===== config.mk =====
export PLATFORM = sky130hd
export DESIGN_NAME = signed_byte_alu_with_overflow
export DESIGN_NICKNAME = d
export VERILOG_FILES = /design/src/hw/rtl/sbalu_pkg.sv /design/src/hw/rtl/signed_byte_alu_with_overflow.sv /design/src/hw/rtl/sbalu_pre.sv /design/src/hw/rtl/sbalu_div_step.sv /design/src/hw/rtl/sbalu_post.sv
export SDC_FILE = /design/constraint.sdc
export NUM_CORES = 1
export LEC_CHECK = 0
export ABC_AREA = 0
export BUFFER_PORTS_ARGS = -buffer_cell sky130_fd_sc_hd__buf_4
export CAP_MARGIN = 20
export CORE_MARGIN = 2
export CORE_UTILIZATION = 58
export CTS_CLUSTER_SIZE = 20
export DETAILED_ROUTE_END_ITERATION = 8
export PLACE_DENSITY = 0.78
export SYNTH_ARGS = -nofsm -noshare
export SYNTH_HDL_FRONTEND = slang
export SYNTH_HIERARCHICAL = 1
export SYNTH_SLANG_ARGS = --single-unit
export TNS_END_PERCENT = 20

===== constraint.sdc =====
create_clock -name clock -period 4.6 [get_ports clock]
set_input_delay 0.69 -clock clock [delete_from_list [all_inputs] [get_ports clock]]
set_output_delay 0.69 -clock clock [all_outputs]
set_load 0.02 [all_outputs]

===== src/hw/rtl/sbalu_pkg.sv =====
`timescale 1ns / 1ps
// package for the signed byte alu: operation codes, widths and the stage record
// shared by every module of the pipeline, depends on nothing else

package sbalu_pkg;

   localparam int DATA_WIDTH = 8;
   localparam int OP_WIDTH = 2;
   localparam int PROD_WIDTH = 2 * DATA_WIDTH;
   localparam int DIV_BITS_PER_STAGE = 2;
   localparam int DIV_STAGES = DATA_WIDTH / DIV_BITS_PER_STAGE;

   localparam logic [OP_WIDTH-1:0] OP_ADD = 2'd0;
   localparam logic [OP_WIDTH-1:0] OP_SUB = 2'd1;
   localparam logic [OP_WIDTH-1:0] OP_MUL = 2'd2;
   localparam logic [OP_WIDTH-1:0] OP_DIV = 2'd3;

   localparam logic [DATA_WIDTH-1:0] MOST_NEGATIVE = 8'h80;
   localparam logic [DATA_WIDTH-1:0] MINUS_ONE = 8'hFF;

   typedef struct packed {
      logic [OP_WIDTH-1:0]   op;
      logic [PROD_WIDTH-1:0] prod;     // product, or add/sub result in the low byte
      logic                  flag;     // add/sub overflow, or -128 / -1 on divide
      logic                  neg;      // quotient sign
      logic                  zero;     // divisor is zero
      logic [DATA_WIDTH-1:0] divisor;  // divisor magnitude
      logic [DATA_WIDTH-1:0] rem;      // partial remainder
      logic [DATA_WIDTH-1:0] work;     // dividend bits out at the top, quotient bits in
   } stage_type;

endpackage


===== src/hw/rtl/signed_byte_alu_with_overflow.sv =====
`timescale 1ns / 1ps
// Signed byte ALU: add, subtract, signed multiply and signed divide on two
// 8-bit operands, returning the low result byte and a signed overflow flag
// (also set on division by zero, which returns 0). The datapath is a six-stage
// pipeline: one set-up stage, four divider stages of two quotient bits each and
// the response register; a new request is taken every cycle while req_stall is low.
// Each stage holds while it is full and the next one stalls, so requests keep
// entering until the pipeline is full.
// Top level; depends on sbalu_pkg, sbalu_pre, sbalu_div_step and sbalu_post.

module signed_byte_alu_with_overflow (
   input  logic                             clock,
   input  logic                             reset,
   input  logic                             req_valid,
   output logic                             req_stall,
   input  logic [sbalu_pkg::OP_WIDTH-1:0]   req_type,
   input  logic [sbalu_pkg::DATA_WIDTH-1:0] req_operand_a,
   input  logic [sbalu_pkg::DATA_WIDTH-1:0] req_operand_b,
   output logic                             rsp_valid,
   input  logic                             rsp_stall,
   output logic [sbalu_pkg::DATA_WIDTH-1:0] rsp_value_out,
   output logic                             rsp_overflow_flag
);
   import sbalu_pkg::*;

   logic      valid [DIV_STAGES+1];
   logic      stall [DIV_STAGES+1];
   stage_type stage [DIV_STAGES+1];

   sbalu_pre u_pre (
      .clock     (clock),
      .reset     (reset),
      .in_valid  (req_valid),
      .in_stall  (req_stall),
      .in_type   (req_type),
      .in_a      (req_operand_a),
      .in_b      (req_operand_b),
      .out_valid (valid[0]),
      .out_stall (stall[0]),
      .out_stage (stage[0])
   );

   for (genvar i = 0; i < DIV_STAGES; i++) begin : g_div
      sbalu_div_step u_step (
         .clock     (clock),
         .reset     (reset),
         .in_valid  (valid[i]),
         .in_stall  (stall[i]),
         .in_stage  (stage[i]),
         .out_valid (valid[i+1]),
         .out_stall (stall[i+1]),
         .out_stage (stage[i+1])
      );
   end

   sbalu_post u_post (
      .clock     (clock),
      .reset     (reset),
      .in_valid  (valid[DIV_STAGES]),
      .in_stall  (stall[DIV_STAGES]),
      .in_stage  (stage[DIV_STAGES]),
      .out_valid (rsp_valid),
      .out_stall (rsp_stall),
      .out_value (rsp_value_out),
      .out_flag  (rsp_overflow_flag)
   );

endmodule


===== src/hw/rtl/sbalu_pre.sv =====
`timescale 1ns / 1ps
// first pipeline stage: add, subtract, signed multiply and divide set-up
// depends on sbalu_pkg

module sbalu_pre (
   input  logic                             clock,
   input  logic                             reset,
   input  logic                             in_valid,
   output logic                             in_stall,
   input  logic [sbalu_pkg::OP_WIDTH-1:0]   in_type,
   input  logic [sbalu_pkg::DATA_WIDTH-1:0] in_a,
   input  logic [sbalu_pkg::DATA_WIDTH-1:0] in_b,
   output logic                             out_valid,
   input  logic                             out_stall,
   output sbalu_pkg::stage_type             out_stage
);
   import sbalu_pkg::*;

   logic                         valid_ff;
   stage_type                    stage_ff;
   stage_type                    stage_in;
   logic [DATA_WIDTH-1:0]        sum;
   logic [DATA_WIDTH-1:0]        diff;
   logic signed [PROD_WIDTH-1:0] product;
   logic                         sa;
   logic                         sb;

   assign sa = in_a[DATA_WIDTH-1];
   assign sb = in_b[DATA_WIDTH-1];
   assign sum = in_a + in_b;
   assign diff = in_a - in_b;
   assign product = $signed(in_a) * $signed(in_b);

   always_comb begin
      stage_in = '0;
      stage_in.op = in_type;
      stage_in.neg = sa ^ sb;
      stage_in.zero = (in_b == '0);
      stage_in.divisor = sb ? DATA_WIDTH'(-in_b) : in_b;
      stage_in.rem = '0;
      stage_in.work = sa ? DATA_WIDTH'(-in_a) : in_a;
      case (in_type)
         OP_ADD: begin
            stage_in.prod = {{DATA_WIDTH{1'b0}}, sum};
            stage_in.flag = (sa == sb) && (sum[DATA_WIDTH-1] != sa);
         end
         OP_SUB: begin
            stage_in.prod = {{DATA_WIDTH{1'b0}}, diff};
            stage_in.flag = (sa != sb) && (diff[DATA_WIDTH-1] != sa);
         end
         OP_MUL: begin
            stage_in.prod = product;
            stage_in.flag = 1'b0;
         end
         default: begin
            stage_in.prod = '0;
            stage_in.flag = (in_a == MOST_NEGATIVE) && (in_b == MINUS_ONE);
         end
      endcase
   end

   assign in_stall = valid_ff && out_stall;

   always_ff @(posedge clock) begin
      if (reset) begin
         valid_ff <= 1'b0;
      end else if (!in_stall) begin
         valid_ff <= in_valid;
      end
   end

   always_ff @(posedge clock) begin
      if (!in_stall && in_valid) begin
         stage_ff <= stage_in;
      end
   end

   assign out_valid = valid_ff;
   assign out_stage = stage_ff;

endmodule


===== src/hw/rtl/sbalu_div_step.sv =====
`timescale 1ns / 1ps
// one divider stage: restoring division on magnitudes, two quotient bits
// per stage, other fields pass through; depends on sbalu_pkg

module sbalu_div_step (
   input  logic                 clock,
   input  logic                 reset,
   input  logic                 in_valid,
   output logic                 in_stall,
   input  sbalu_pkg::stage_type in_stage,
   output logic                 out_valid,
   input  logic                 out_stall,
   output sbalu_pkg::stage_type out_stage
);
   import sbalu_pkg::*;

   logic                  valid_ff;
   stage_type             stage_ff;
   stage_type             stage_in;
   logic [DATA_WIDTH:0]   trial;
   logic                  fits;
   logic [DATA_WIDTH-1:0] rem;
   logic [DATA_WIDTH-1:0] work;

   always_comb begin
      rem = in_stage.rem;
      work = in_stage.work;
      trial = '0;
      fits = 1'b0;
      for (int i = 0; i < DIV_BITS_PER_STAGE; i++) begin
         trial = {rem, work[DATA_WIDTH-1]};
         fits = (trial >= {1'b0, in_stage.divisor});
         rem = fits ? DATA_WIDTH'(trial - {1'b0, in_stage.divisor})
                    : trial[DATA_WIDTH-1:0];
         work = {work[DATA_WIDTH-2:0], fits};
      end
      stage_in = in_stage;
      stage_in.rem = rem;
      stage_in.work = work;
   end

   assign in_stall = valid_ff && out_stall;

   always_ff @(posedge clock) begin
      if (reset) begin
         valid_ff <= 1'b0;
      end else if (!in_stall) begin
         valid_ff <= in_valid;
      end
   end

   always_ff @(posedge clock) begin
      if (!in_stall && in_valid) begin
         stage_ff <= stage_in;
      end
   end

   assign out_valid = valid_ff;
   assign out_stage = stage_ff;

endmodule


===== src/hw/rtl/sbalu_post.sv =====
`timescale 1ns / 1ps
// last stage: multiply overflow check, quotient sign and result select
// into the response register; depends on sbalu_pkg

module sbalu_post (
   input  logic                             clock,
   input  logic                             reset,
   input  logic                             in_valid,
   output logic                             in_stall,
   input  sbalu_pkg::stage_type             in_stage,
   output logic                             out_valid,
   input  logic                             out_stall,
   output logic [sbalu_pkg::DATA_WIDTH-1:0] out_value,
   output logic                             out_flag
);
   import sbalu_pkg::*;

   logic                  valid_ff;
   logic [DATA_WIDTH-1:0] value_ff;
   logic                  flag_ff;
   logic [DATA_WIDTH-1:0] value_in;
   logic                  flag_in;
   logic [DATA_WIDTH:0]   prod_top;

   assign prod_top = in_stage.prod[PROD_WIDTH-1:DATA_WIDTH-1];

   always_comb begin
      case (in_stage.op)
         OP_ADD, OP_SUB: begin
            value_in = in_stage.prod[DATA_WIDTH-1:0];
            flag_in = in_stage.flag;
         end
         OP_MUL: begin
            value_in = in_stage.prod[DATA_WIDTH-1:0];
            flag_in = !((prod_top == '0) || (prod_top == '1));
         end
         default: begin
            if (in_stage.zero) begin
               value_in = '0;
               flag_in = 1'b1;
            end else begin
               value_in = in_stage.neg ? DATA_WIDTH'(-in_stage.work) : in_stage.work;
               flag_in = in_stage.flag;
            end
         end
      endcase
   end

   assign in_stall = valid_ff && out_stall;

   always_ff @(posedge clock) begin
      if (reset) begin
         valid_ff <= 1'b0;
      end else if (!in_stall) begin
         valid_ff <= in_valid;
      end
   end

   always_ff @(posedge clock) begin
      if (!in_stall && in_valid) begin
         value_ff <= value_in;
         flag_ff <= flag_in;
      end
   end

   assign out_valid = valid_ff;
   assign out_value = value_ff;
   assign out_flag = flag_ff;

endmodule


## Word level (Yosys, flattened, before mapping)

Cells that the tools add are included.

- $add $sub $neg: 12
- $mul: 1
- $lt $le $gt $ge: 8
- Equality and inequality tests: 11
- Muxes and demuxes: 15
- Bitwise gates (word level): 1
- Reductions and logical operators: 29

Operator list:

| cell | count |
|---|---|
| two-way mux 8 bit | 10 |
| greater-or-equal comparator 9 x 8 -> 1 bit | 7 |
| subtractor 8 bit | 7 |
| case mux 17 bit (3 select lines) | 1 |
| negator 8 bit | 3 |
| == test 8 bit (second input constant) | 2 |
| multiplier 8 x 8 -> 16 bit | 1 |
| logical AND 1 bit | 15 |
| two-way mux 7 bit | 2 |
| == test 9 bit (second input constant) | 1 |
| zero test 9 bit | 1 |
| adder 8 bit | 1 |
| greater-or-equal comparator 1 x 8 -> 1 bit | 1 |
| zero test 8 bit | 1 |
| subtractor 1 x 8 -> 8 bit | 1 |
| zero test 1 bit | 7 |
| == test 2 x 1 -> 1 bit (second input constant) | 2 |
| == test 2 bit (second input constant) | 2 |
| zero test 2 bit | 2 |
| != test 1 bit | 3 |
| OR reduction 3 bit | 1 |
| case mux 1 bit (2 select lines) | 1 |
| OR reduction 2 bit | 1 |
| == test 1 bit | 1 |
| 3 further kinds | 3 |

- Flip-flop bits (word level): 216
- Logic and storage cells: 124

## Depth between registers and ports, before layout

Gate-level depths: netlist of run 1.

- Word-level depth: 8
- Mapped depth: 18
- Gate-level depth less buffers: 17

## By module

Netlist of run 1, hierarchy kept.

Modules (own cells, without submodules):

| module | instances | cells an instance | area each (µm²) | sequential area each (µm²) |
|---|---|---|---|---|
| sbalu_div_step (g_div[0].u_step ...) | 3 | 172 | 2403.6 | 1371.3 |
| sbalu_pre | 1 | 517 | 4813.4 | 1131.1 |
| sbalu_div_step (g_div[2].u_step) | 1 | 175 | 2419.8 | 1371.3 |
| sbalu_post | 1 | 80 | 737.0 | 290.3 |

## Worst setup path before layout of run 1

Ideal clock, no wire load.

- Path kind: input port to flip-flop
- Start point: in req_operand_b[7] (netlist bit)
- End point: reg u_pre.stage_ff (netlist bit u_pre/out_stage[39]), data pin
- Setup time: 0.266 ns
- Arrival: 4.564 ns
- Path slack: -0.230 ns
- Stages on the path: 16
- Path through: clkbuf_1 > nand2_1 > fa_1 > fa_1 > inv_1 > fa_1 > inv_1 > fa_1 > inv_1 > ha_1 > inv_1 > o21ai_0 > a2111oi_0 > or2_2 > xor2_1 > nor2_1

RTL lines:

| element | RTL line | source |
|---|---|---|
| start, declared | signed_byte_alu_with_overflow.sv:18 | `input logic [sbalu_pkg::DATA_WIDTH-1:0] req_operand_b,` |
| end signal, assigned | sbalu_pre.sv:74 | `stage_ff <= stage_in;` |
| end, declared | sbalu_pre.sv:20 | `stage_type stage_ff;` |

## Worst setup path after layout of run 1

- Start point: reg g_div[1].u_step.stage_ff (netlist bit g_div[1].u_step/out_stage[17])
- End point: reg g_div[2].u_step.stage_ff (netlist bit g_div[2].u_step/out_stage[9]), data pin

- Word-level cells in the longest chain between the ends: 4

RTL lines:

| element | RTL line | source |
|---|---|---|
| start, declared | sbalu_div_step.sv:18 | `stage_type stage_ff;` |
| start signal, assigned | sbalu_div_step.sv:54 | `stage_ff <= stage_in;` |
| greater-or-equal comparator 9 x 8 -> 1 bit or subtractor 8 bit (tied branches) | sbalu_div_step.sv:32, sbalu_div_step.sv:33 |  |
| two-way mux 8 bit | sbalu_div_step.sv:33 | `rem = fits ? DATA_WIDTH'(trial - {1'b0, in_stage.divisor})` |
| subtractor 8 bit or greater-or-equal comparator 9 x 8 -> 1 bit (tied branches) | sbalu_div_step.sv:33, sbalu_div_step.sv:32 |  |
| two-way mux 8 bit (*) | sbalu_div_step.sv:33 |  |
| net g_div[2].u_step.rem[1] | sbalu_div_step.sv:22 | `logic [DATA_WIDTH-1:0] rem;` |
| end signal, assigned | sbalu_div_step.sv:54 |  |
| end, declared | sbalu_div_step.sv:18 |  |

The timed path passes the listed nets; every way through them passes the cells marked *.
A chain may end at the register's enable or synchronous reset.

==> flow_metrics.tcl, run 1 <==
set metrics [dict create \
    place_area_mm2 0.01572 \
    initialDrtViolationCount 529 \
    hold_path.class "input pin to register" \
    critPathLaunchType "register" \
    fin_skew_ns 0.008042 \
    slew_headroom 0.3163 \
    critPathTopFamily "compound AO/OA/AOI/OAI gates" \
    power.static_leakage_nw 6.765 \
    diodes 0 \
    min_from "reset" \
    setup_viol 0 \
    maxSlewViolCount 0 \
    fin_area_mm2 0.01651 \
    critPathMaxFanout 8 \
    finalHoldViolCount 0 \
    die_h_um 161.8 \
    cts_buffers 23 \
    vias_per_cell 5.588 \
    avgSynthCellArea_um2 11.62 \
    hold_buffers 0 \
    grtUsageTotal 0.2213 \
    postSynthCellCount 1243 \
    netlist_area_mm2 0.01445 \
    detail-route-antenna-nets 0 \
    cellPowerDensity_mw_per_mm2 437.2 \
    core_area_mm2 0.02439 \
    peakVddDrop_uv 312.1 \
    area_growth_syn_to_layout_pct 14.30 \
    place.gp.congestion 0.8806 \
    worst-slew-pin-transition_ns 1.023 \
    port-buffer-count 32 \
    layout.nets 1560 \
    cp_slowest_stage_delay_ns 0.38 \
    final_cells 1703 \
    worstReg2RegStart "g_div[1].u_step/out_stage[17]" \
    dp_hpwl_um 21600 \
    drt-pass1-iter-count 5 \
    grt.overflow.total 0 \
    critPathCaptureType "register" \
    maxCapViolCount 0 \
    fin_crit_sh 0.9446 \
    setup-tns-final_ns 0 \
    crit_buf_inv 1 \
    ctsHtreeMaxLevel 1 \
    period_needed_ns 4.345 \
    critPathKind "register to register" \
    drive_gt1_frac 0.1784 \
    floorplan.rows 57 \
    yosysWarnings 6 \
    antenna_found_initial 0 \
    rsz0062_at_grt "no" \
    route.vias.total 9517 \
    chipWidth_um 161.8 \
    clk_latency_ns 0.51 \
    grt_pass1_vias 9792 \
    dp.cells 1661 \
    grt_pass1_wl_um 47210 \
    cts_num_sinks 216 \
    crit_chain "inv_1 -> ha_1 -> nor2b_1 -> o31ai_4 -> a311oi_4 -> or2_1 -> a21oi_1 -> ha_1 -> nor2b_1 -> o31a_2 -> o211ai_1 -> o311ai_2 -> a21oi_4 -> mux2_4" \
    ctsLongestPathBuffers 3 \
    critPathSlowestCell "edfxtp_1" \
    fmax_mhz 230.1 \
    start_util 0.5923 \
    drc 0 \
    worstPathArrival_ns 4.60 \
    route.final.wire_length_um 28210 \
    io_pins 33 \
    grt_max_degree 38 \
    outcome "finished, final reports clean" \
    cp.required_ns 4.86 \
    fp.dieArea_mm2 0.02619 \
    cts_tree "yes" \
    avgRoutedWirePerCell_um 16.56 \
    cts_root_buffer "clkbuf_16" \
    startpoint "g_div[1].u_step/out_stage[17]" \
    clk_pin_slew_ns 0.06 \
]
worst register-to-register path: cells and delay by family, from the launching register on:
kind,cells,cell delay [ns]
compound gates,7,1.87
simple gates,3,0.68
fa+ha+maj,2,0.63
flops,1,0.38
mux,1,0.34
buf+inv,1,0.19
power by group:
part	switching [mW]	internal, mW
clock network	0.734	1.14
registers	0.0460	2.36
logic	1.46	1.47
total	2.24	4.98
final timing paths:
kind / endpoint / slack (ns) / cells past startpoint
max: g_div[2].u_step/out_stage[9] / 0.25 / 14
min: u_post/out_valid / 0.40 / 2
max reg2reg: g_div[2].u_step/out_stage[9] / 0.25 / 14
min reg2reg: g_div[2].u_step/out_stage[43] / 0.41 / 0
state kept, by name, summed over array words and instances (netlist names):
name and cells:
g_div.u_step/out_stage 164, u_post/out_flag 1, u_post/out_value 8, u_pre/out_stage 37, u_pre/out_valid 1, u_post/out_valid 1
g_div.u_step/out_valid 4
cell usage in the layout, fill, tap and decap left out, types with 8 or more instances in the layout:
cell type  instances
nor2_1            72
nor4_1            14
nor3b_1           17
o21a_1            15
mux2i_1           10
o21ai_0           49
mux2_4            25
buf_4            122
edfxtp_1         210
xnor2_1           44
and2_1            29
o31ai_1           13
a21oi_1           52
xor2_1            16
a211o_1            8
nor2b_1           17
a21o_1            16
a31oi_1            8
fa_1              64
conb_1             8
nand4_1           14
nor3_1            19
inv_1            174
ha_1             109
nand2_1           43
clkbuf_16         23
metrics by stage:
step / setup slack, ns / power, mW / hold slack [ns] / utilization
2_1_floorplan: 0.001833 / 4.624 / 0.4003 / -
3_3_place_gp: -0.1803 / 5.261 / 0.4006 / 0.6427
3_5_place_dp: -0.2397 / 5.345 / 0.4045 / 0.6443
4_1_cts: 0.2211 / 7.254 / 0.3770 / 0.6766
5_1_grt: 0.0003872 / 7.698 / 0.3853 / 0.6770
6_report: 0.2547 / 7.218 / 0.4024 / 0.6770
routing by layer:
| metal | global-route usage | part of all wire | up-vias |
|---|---|---|---|
| met3 | 0.03013 | 0.041 | 51 |
| li1 | - | - | 4645 |
| met1 | 0.2881 | 0.44 | 4588 |
| met4 | 0.06476 | 0.024 | 0 |
| met5 | 0 | 0 | - |
| met2 | 0.3888 | 0.50 | 233 |
repair_timing:
action	CTS	global route
setup buffers	0	0
endpoints found under the setup margin	0	7
resized for setup	0	3
hold endpoints to repair	0	0
cell type report:
type	count	area, µm²
sequential	216	6426
inverter	182	683.2
clock buffer	28	624.3
fill	1750	7879
timing repair buffer	126	996.0
clock inverter	14	163.9
tap	324	405.4
multi-input combinational	813	7213
Note: power is estimated with default switching activity, not from simulation.
==> run 2, diff against run 1 <==
Settings changed: RECOVER_POWER set to 50.
==> run 2 against run 1 <==
The flow now finishes with violations (capacitance limit, slew limit); cell count is the same; via count fell by 0.30%; clock power about the same; combinational power about the same.
==> flow_metrics.tcl, run 2 (synthesized netlist as in run 1, its figures left out) <==
set metrics [dict create \
    grtUsageTotal 0.2213 \
    failed_checks "capacitance limit, slew limit" \
    start_util 0.5923 \
    io_pins 33 \
    fin_area_mm2 0.01644 \
    initialDrtViolationCount 537 \
    layout_common_cells "edfxtp_1 (210), inv_1 (174), ha_1 (109)" \
    cellPowerDensity_mw_per_mm2 438.6 \
    cts_resized 0 \
    period_needed_ns 4.354 \
    cts_root_buffer "clkbuf_16" \
    maxSlewViolCount 30 \
    ctsHtreeMaxLevel 1 \
    clk_pin_slew_ns 0.06 \
    diodes 0 \
    fin_skew_ns 0.008178 \
    ctsLongestPathBuffers 3 \
    setup_ws_ns 0.2462 \
    power.static_leakage_nw 6.697 \
    detail-route-antenna-nets 0 \
    antenna_found_initial 0 \
    worst-slew-pin-transition_ns 1.513 \
    critPathLaunchType "input pin" \
    place_area_mm2 0.01572 \
    vias_per_cell 5.571 \
    floorplan.rows 57 \
    fp.dieArea_mm2 0.02619 \
    utilization 0.6741 \
    fmax_mhz 229.7 \
    grt.overflow.total 0 \
    slew_headroom -0.008629 \
    outcome "complete, but fails checks" \
    maxCapViolCount 1 \
    port-buffer-count 32 \
    hold_ws_ns 0.4023 \
    area_growth_syn_to_layout_pct 13.81 \
    place.gp.congestion 0.8806 \
    critPathKind "input pin to register" \
    peakVddDrop_uv 312.0 \
    cts_buffers 23 \
    drt-pass1-iter-count 6 \
    route.vias.total 9488 \
    endpoint "u_pre/out_stage[39]" \
    drc 0 \
    critPathCaptureType "register" \
    clk_latency_ns 0.51 \
    drive_gt1_frac 0.1653 \
    reg2regPathDepth 14 \
    critPathMaxFanout 5 \
    core_area_mm2 0.02439 \
    fin_crit_sh 0.9465 \
    cts_num_sinks 216 \
    grt_max_degree 38 \
    hold_buffers 0 \
    die_h_um 161.8 \
    layout.nets 1560 \
    chipWidth_um 161.8 \
    largest_reg_flops 164 \
    route.final.wire_length_um 28210 \
    place_ws_ns -0.2397 \
    cts_tree "yes" \
    setup_viol 0 \
    worstPathArrival_ns 4.59 \
    rrSetupSlack_ns 0.25 \
    final_cells 1703 \
    post-cts-setup-buffers 0 \
    rsz0062_at_grt "no" \
    grt_pass1_wl_um 47210 \
    hold_path.class "input pin to register" \
    final_common_cell "edfxtp_1" \
    p_total_mw 7.211 \
    dp.cells 1661 \
    worstReg2RegStart "g_div[1].u_step/out_stage[17]" \
    startpoint "req_operand_a[0]" \
    grt_pass1_vias 9792 \
    dp_hpwl_um 21600 \
    avgRoutedWirePerCell_um 16.57 \
    cp.required_ns 4.84 \
    r2r_end "g_div[2].u_step/out_stage[14]" \
    finalHoldViolCount 0 \
    setup-tns-final_ns 0 \
]
## run 2: cell count changes in the layout (fill, tap and decap cells not counted)
cell	delta
and2_0	+4
and2_1	-4
buf_4	-17
clkbuf_1	+17
nor2b_1	+1
nor2b_4	-1
## run 2: how the worst min path moves through the flow
stage | from | endpoint | slack [ns] | cells after the start
6_report | reset | u_post/out_valid | 0.40 | 2
5_1_grt | reset | u_post/out_valid | 0.39 | 2
4_1_cts | reset | g_div[2].u_step/out_valid | 0.38 | 2
3_5_place_dp | u_pre/out_stage[0] | g_div[0].u_step/out_stage[2] | 0.40 | 0
3_3_place_gp | u_pre/out_stage[30] | g_div[0].u_step/out_stage[30] | 0.40 | 0
2_1_floorplan | u_pre/out_stage[24] | g_div[0].u_step/out_stage[24] | 0.40 | 0
## run 2: final cells by class
cell class,count,area (µm²)
Timing Repair Buffer,126,932.1
Clock inverter,14,163.9
Multi-Input combinational cell,813,7206
Inverter,182,683.2
Tap cell,324,405.4
Sequential cell,216,6426
Clock buffer,28,624.3
Fill cell,1765,7950
## run 2: routing by layer
layer  GRT usage  wire (µm)  vias up
li1            -          -     4652
met1      0.2881      12350     4572
met2      0.3888      14060      218
met3     0.03013       1173       46
met4     0.06476        628        0
met5           0          0        -
## run 2: report_power, final
| group | total (mW) | switching, mW | internal (mW) |
|---|---|---|---|
| registers | 2.41 | 0.0461 | 2.36 |
| logic | 2.93 | 1.46 | 1.47 |
| clock network | 1.88 | 0.735 | 1.14 |
## run 2: critical path, stage by stage
cell	delay, ns
buf_4	0.09
clkinv_1	0.06
clkbuf_1	0.21
nor2_1	0.25
fa_1	0.21
inv_1	0.05
fa_1	0.53
inv_1	0.05
ha_1	0.27
inv_1	0.05
fa_1	0.53
inv_1	0.07
fa_1	0.44
a21oi_1	0.22
o21ai_1	0.12
a2111oi_2	0.37
or2_4	0.19
xor2_1	0.14
nor2_1	0.06
==> run 3, diff against run 2 <==
Settings changed: CELL_PAD_IN_SITES_DETAIL_PLACEMENT set to 1, CELL_PAD_IN_SITES_GLOBAL_PLACEMENT set to 1, CORE_MARGIN 2 to 5, CORE_UTILIZATION 58 to 48, PLACE_DENSITY 0.78 to unset, PLACE_DENSITY_LB_ADDON set to 0.1.
==> run 3 against run 2 <==
The flow still finishes with violations (capacitance limit, slew limit); final area is essentially flat; via count grew 0.51%; setup slack lost 0.064 ns; clock power grew 3%; combinational power grew 4%; clock skew grew 0.0058 ns; global-route usage shrank 2.3 points; register-to-register slack gained 0.04 ns; first-iteration DRC count shrank 32%; flip-flop and latch count is the same; sequential share of layout area is essentially flat; fmax shrank 1.4%.
==> flow_metrics.tcl, run 3 (synthesized netlist as in run 1, its figures left out) <==
set metrics [dict create \
    outcome "complete, but fails checks" \
    failed_checks "capacitance limit, slew limit" \
    critPathLaunchType "input pin" \
    fin_area_mm2 0.01645 \
    fmax_mhz 226.4 \
    cts_buffers 24 \
    layout.nets 1559 \
    hold_path_depth 0 \
    avgRoutedWirePerCell_um 18.63 \
    layout_common_cells "edfxtp_1 (210), inv_1 (174), ha_1 (109)" \
    route.final.wire_length_um 32890 \
    final_common_cell "edfxtp_1" \
    hold_buffers 0 \
    utilization 0.5536 \
    port-buffer-count 32 \
    cts_root_buffer "clkbuf_16" \
    register_area_mm2 0.006426 \
    cts_num_sinks 216 \
    drt-pass1-iter-count 4 \
    grt_max_degree 46 \
    cellPowerDensity_mw_per_mm2 448.7 \
    slew_headroom -0.6017 \
    core_area_mm2 0.02972 \
    worstPathArrival_ns 4.75 \
    drive_gt1_frac 0.1570 \
    detail-route-antenna-nets 0 \
    p_total_mw 7.381 \
    ctsLongestPathBuffers 3 \
    worst-slew-pin-transition_ns 2.403 \
    setup_ws_ns 0.1827 \
    grt_use_met1 0.2627 \
    hold_ws_ns 0.4138 \
    route.vias.total 9536 \
    place.gp.congestion 0.8777 \
    grt_pass1_vias 10660 \
    post-cts-setup-buffers 0 \
    fin_crit_sh 0.9603 \
    cp_slowest_stage_delay_ns 0.55 \
    place_area_mm2 0.01573 \
    die_h_um 183.5 \
    path_depth 17 \
    cp_common_cell "fa_1" \
    fp.dieArea_mm2 0.03367 \
    crit_buf_inv 5 \
    cts_tree "yes" \
    fillers 3142 \
    largest_reg_flops 164 \
    reg2regPathDepth 14 \
    grt.overflow.total 0 \
    grt_pass1_wl_um 54990 \
    gr-usage-met2 0.3581 \
    critPathKind "input pin to register" \
    floorplan.rows 63 \
    critPathSlowestCell "fa_1" \
    setup_viol 0 \
    diodes 0 \
    ctsHtreeMaxLevel 1 \
    grtUsageMet3 0.01919 \
    area_growth_syn_to_layout_pct 13.88 \
    clk_pin_slew_ns 0.06 \
    multi_input_area_mm2 0.007209 \
    start_util 0.4861 \
    grtUsageTotal 0.1987 \
    chipWidth_um 183.5 \
    clk_latency_ns 0.50 \
    grt.busiest_layer "met2" \
    critPathMaxFanout 6 \
    hold_path.class "register to register" \
    period_needed_ns 4.417 \
    maxSlewViolCount 76 \
    critPathCaptureType "register" \
    rsz0062_at_grt "no" \
    fin_skew_ns 0.01397 \
    crit_chain "buf_4 -> clkinv_1 -> nor2_2 -> buf_4 -> fa_1 -> fa_1 -> fa_1 -> inv_1 -> fa_1 -> inv_1 -> ha_1 -> a21oi_1 -> nand2_1 -> nand4_1 -> a31oi_1 -> or3_1 -> a21oi_1" \
    initialDrtViolationCount 364 \
    cp.required_ns 4.93 \
    critPathTopFamily "adder cells" \
    drc 0 \
    dp_hpwl_um 26280 \
    vias_per_cell 5.400 \
    maxCapViolCount 2 \
    antenna_found_initial 0 \
    io_pins 33 \
    finalHoldViolCount 0 \
    peakVddDrop_uv 251.8 \
    place_ws_ns -0.3354 \
    power.static_leakage_nw 6.663 \
]
-- run 3: repair_timing --
action,in CTS,in global routing
hold endpoints to repair,0,0
setup endpoints to repair,0,1
resized for setup,0,3
-- run 3: final cells by class --
type	count	area share
clock inverter	6	0.006540
sequential	216	0.3906
inverter	182	0.04152
timing repair buffer	124	0.05133
tap	390	0.02966
multi-input combinational	813	0.4382
clock buffer	35	0.04213
-- run 3: final timing paths --
kind,to,slack (ns),from
worst max-delay path,u_pre/out_stage[42],0.18,req_operand_a[7]
worst min-delay path,g_div[3].u_step/out_stage[33],0.41,g_div[2].u_step/out_stage[33]
worst max register to register,g_div[2].u_step/out_stage[10],0.29,g_div[1].u_step/out_stage[17]
worst min register to register,g_div[3].u_step/out_stage[33],0.41,g_div[2].u_step/out_stage[33]
-- run 3: through the flow --
stage | cells | setup TNS, ns
finish | 1766 | 0
global route | 1766 | 0
CTS | 1766 | 0
detailed placement | 1725 | -1.053
global placement | 1725 | -0.7000
floorplan | 1250 | 0
-- run 3: power by group --
part | internal [mW] | switching (mW) | total [mW]
registers | 2.36 | 0.0500 | 2.41
logic | 1.50 | 1.54 | 3.04
clock network | 1.21 | 0.719 | 1.93
total | 5.07 | 2.31 | 7.38
-- run 3: metal layers --
layer / share of wire / vias up / wire length, µm
met5: 0 / - / 0
met4: 0.017 / 0 / 568
met3: 0.022 / 44 / 712
met2: 0.51 / 113 / 16860
met1: 0.45 / 4743 / 14750
li1: - / 4636 / -
-- run 3: worst reg2reg max path, cell delays in order, from the launching register on --
cell	delay (ns)
edfxtp_1	0.39
inv_1	0.20
ha_1	0.30
nor2b_1	0.18
o31ai_4	0.24
a311oi_4	0.14
or2_1	0.41
a21oi_1	0.31
ha_1	0.31
nor2b_1	0.16
o31a_2	0.30
o211ai_1	0.26
o311ai_2	0.17
a21oi_4	0.32
mux2_4	0.34
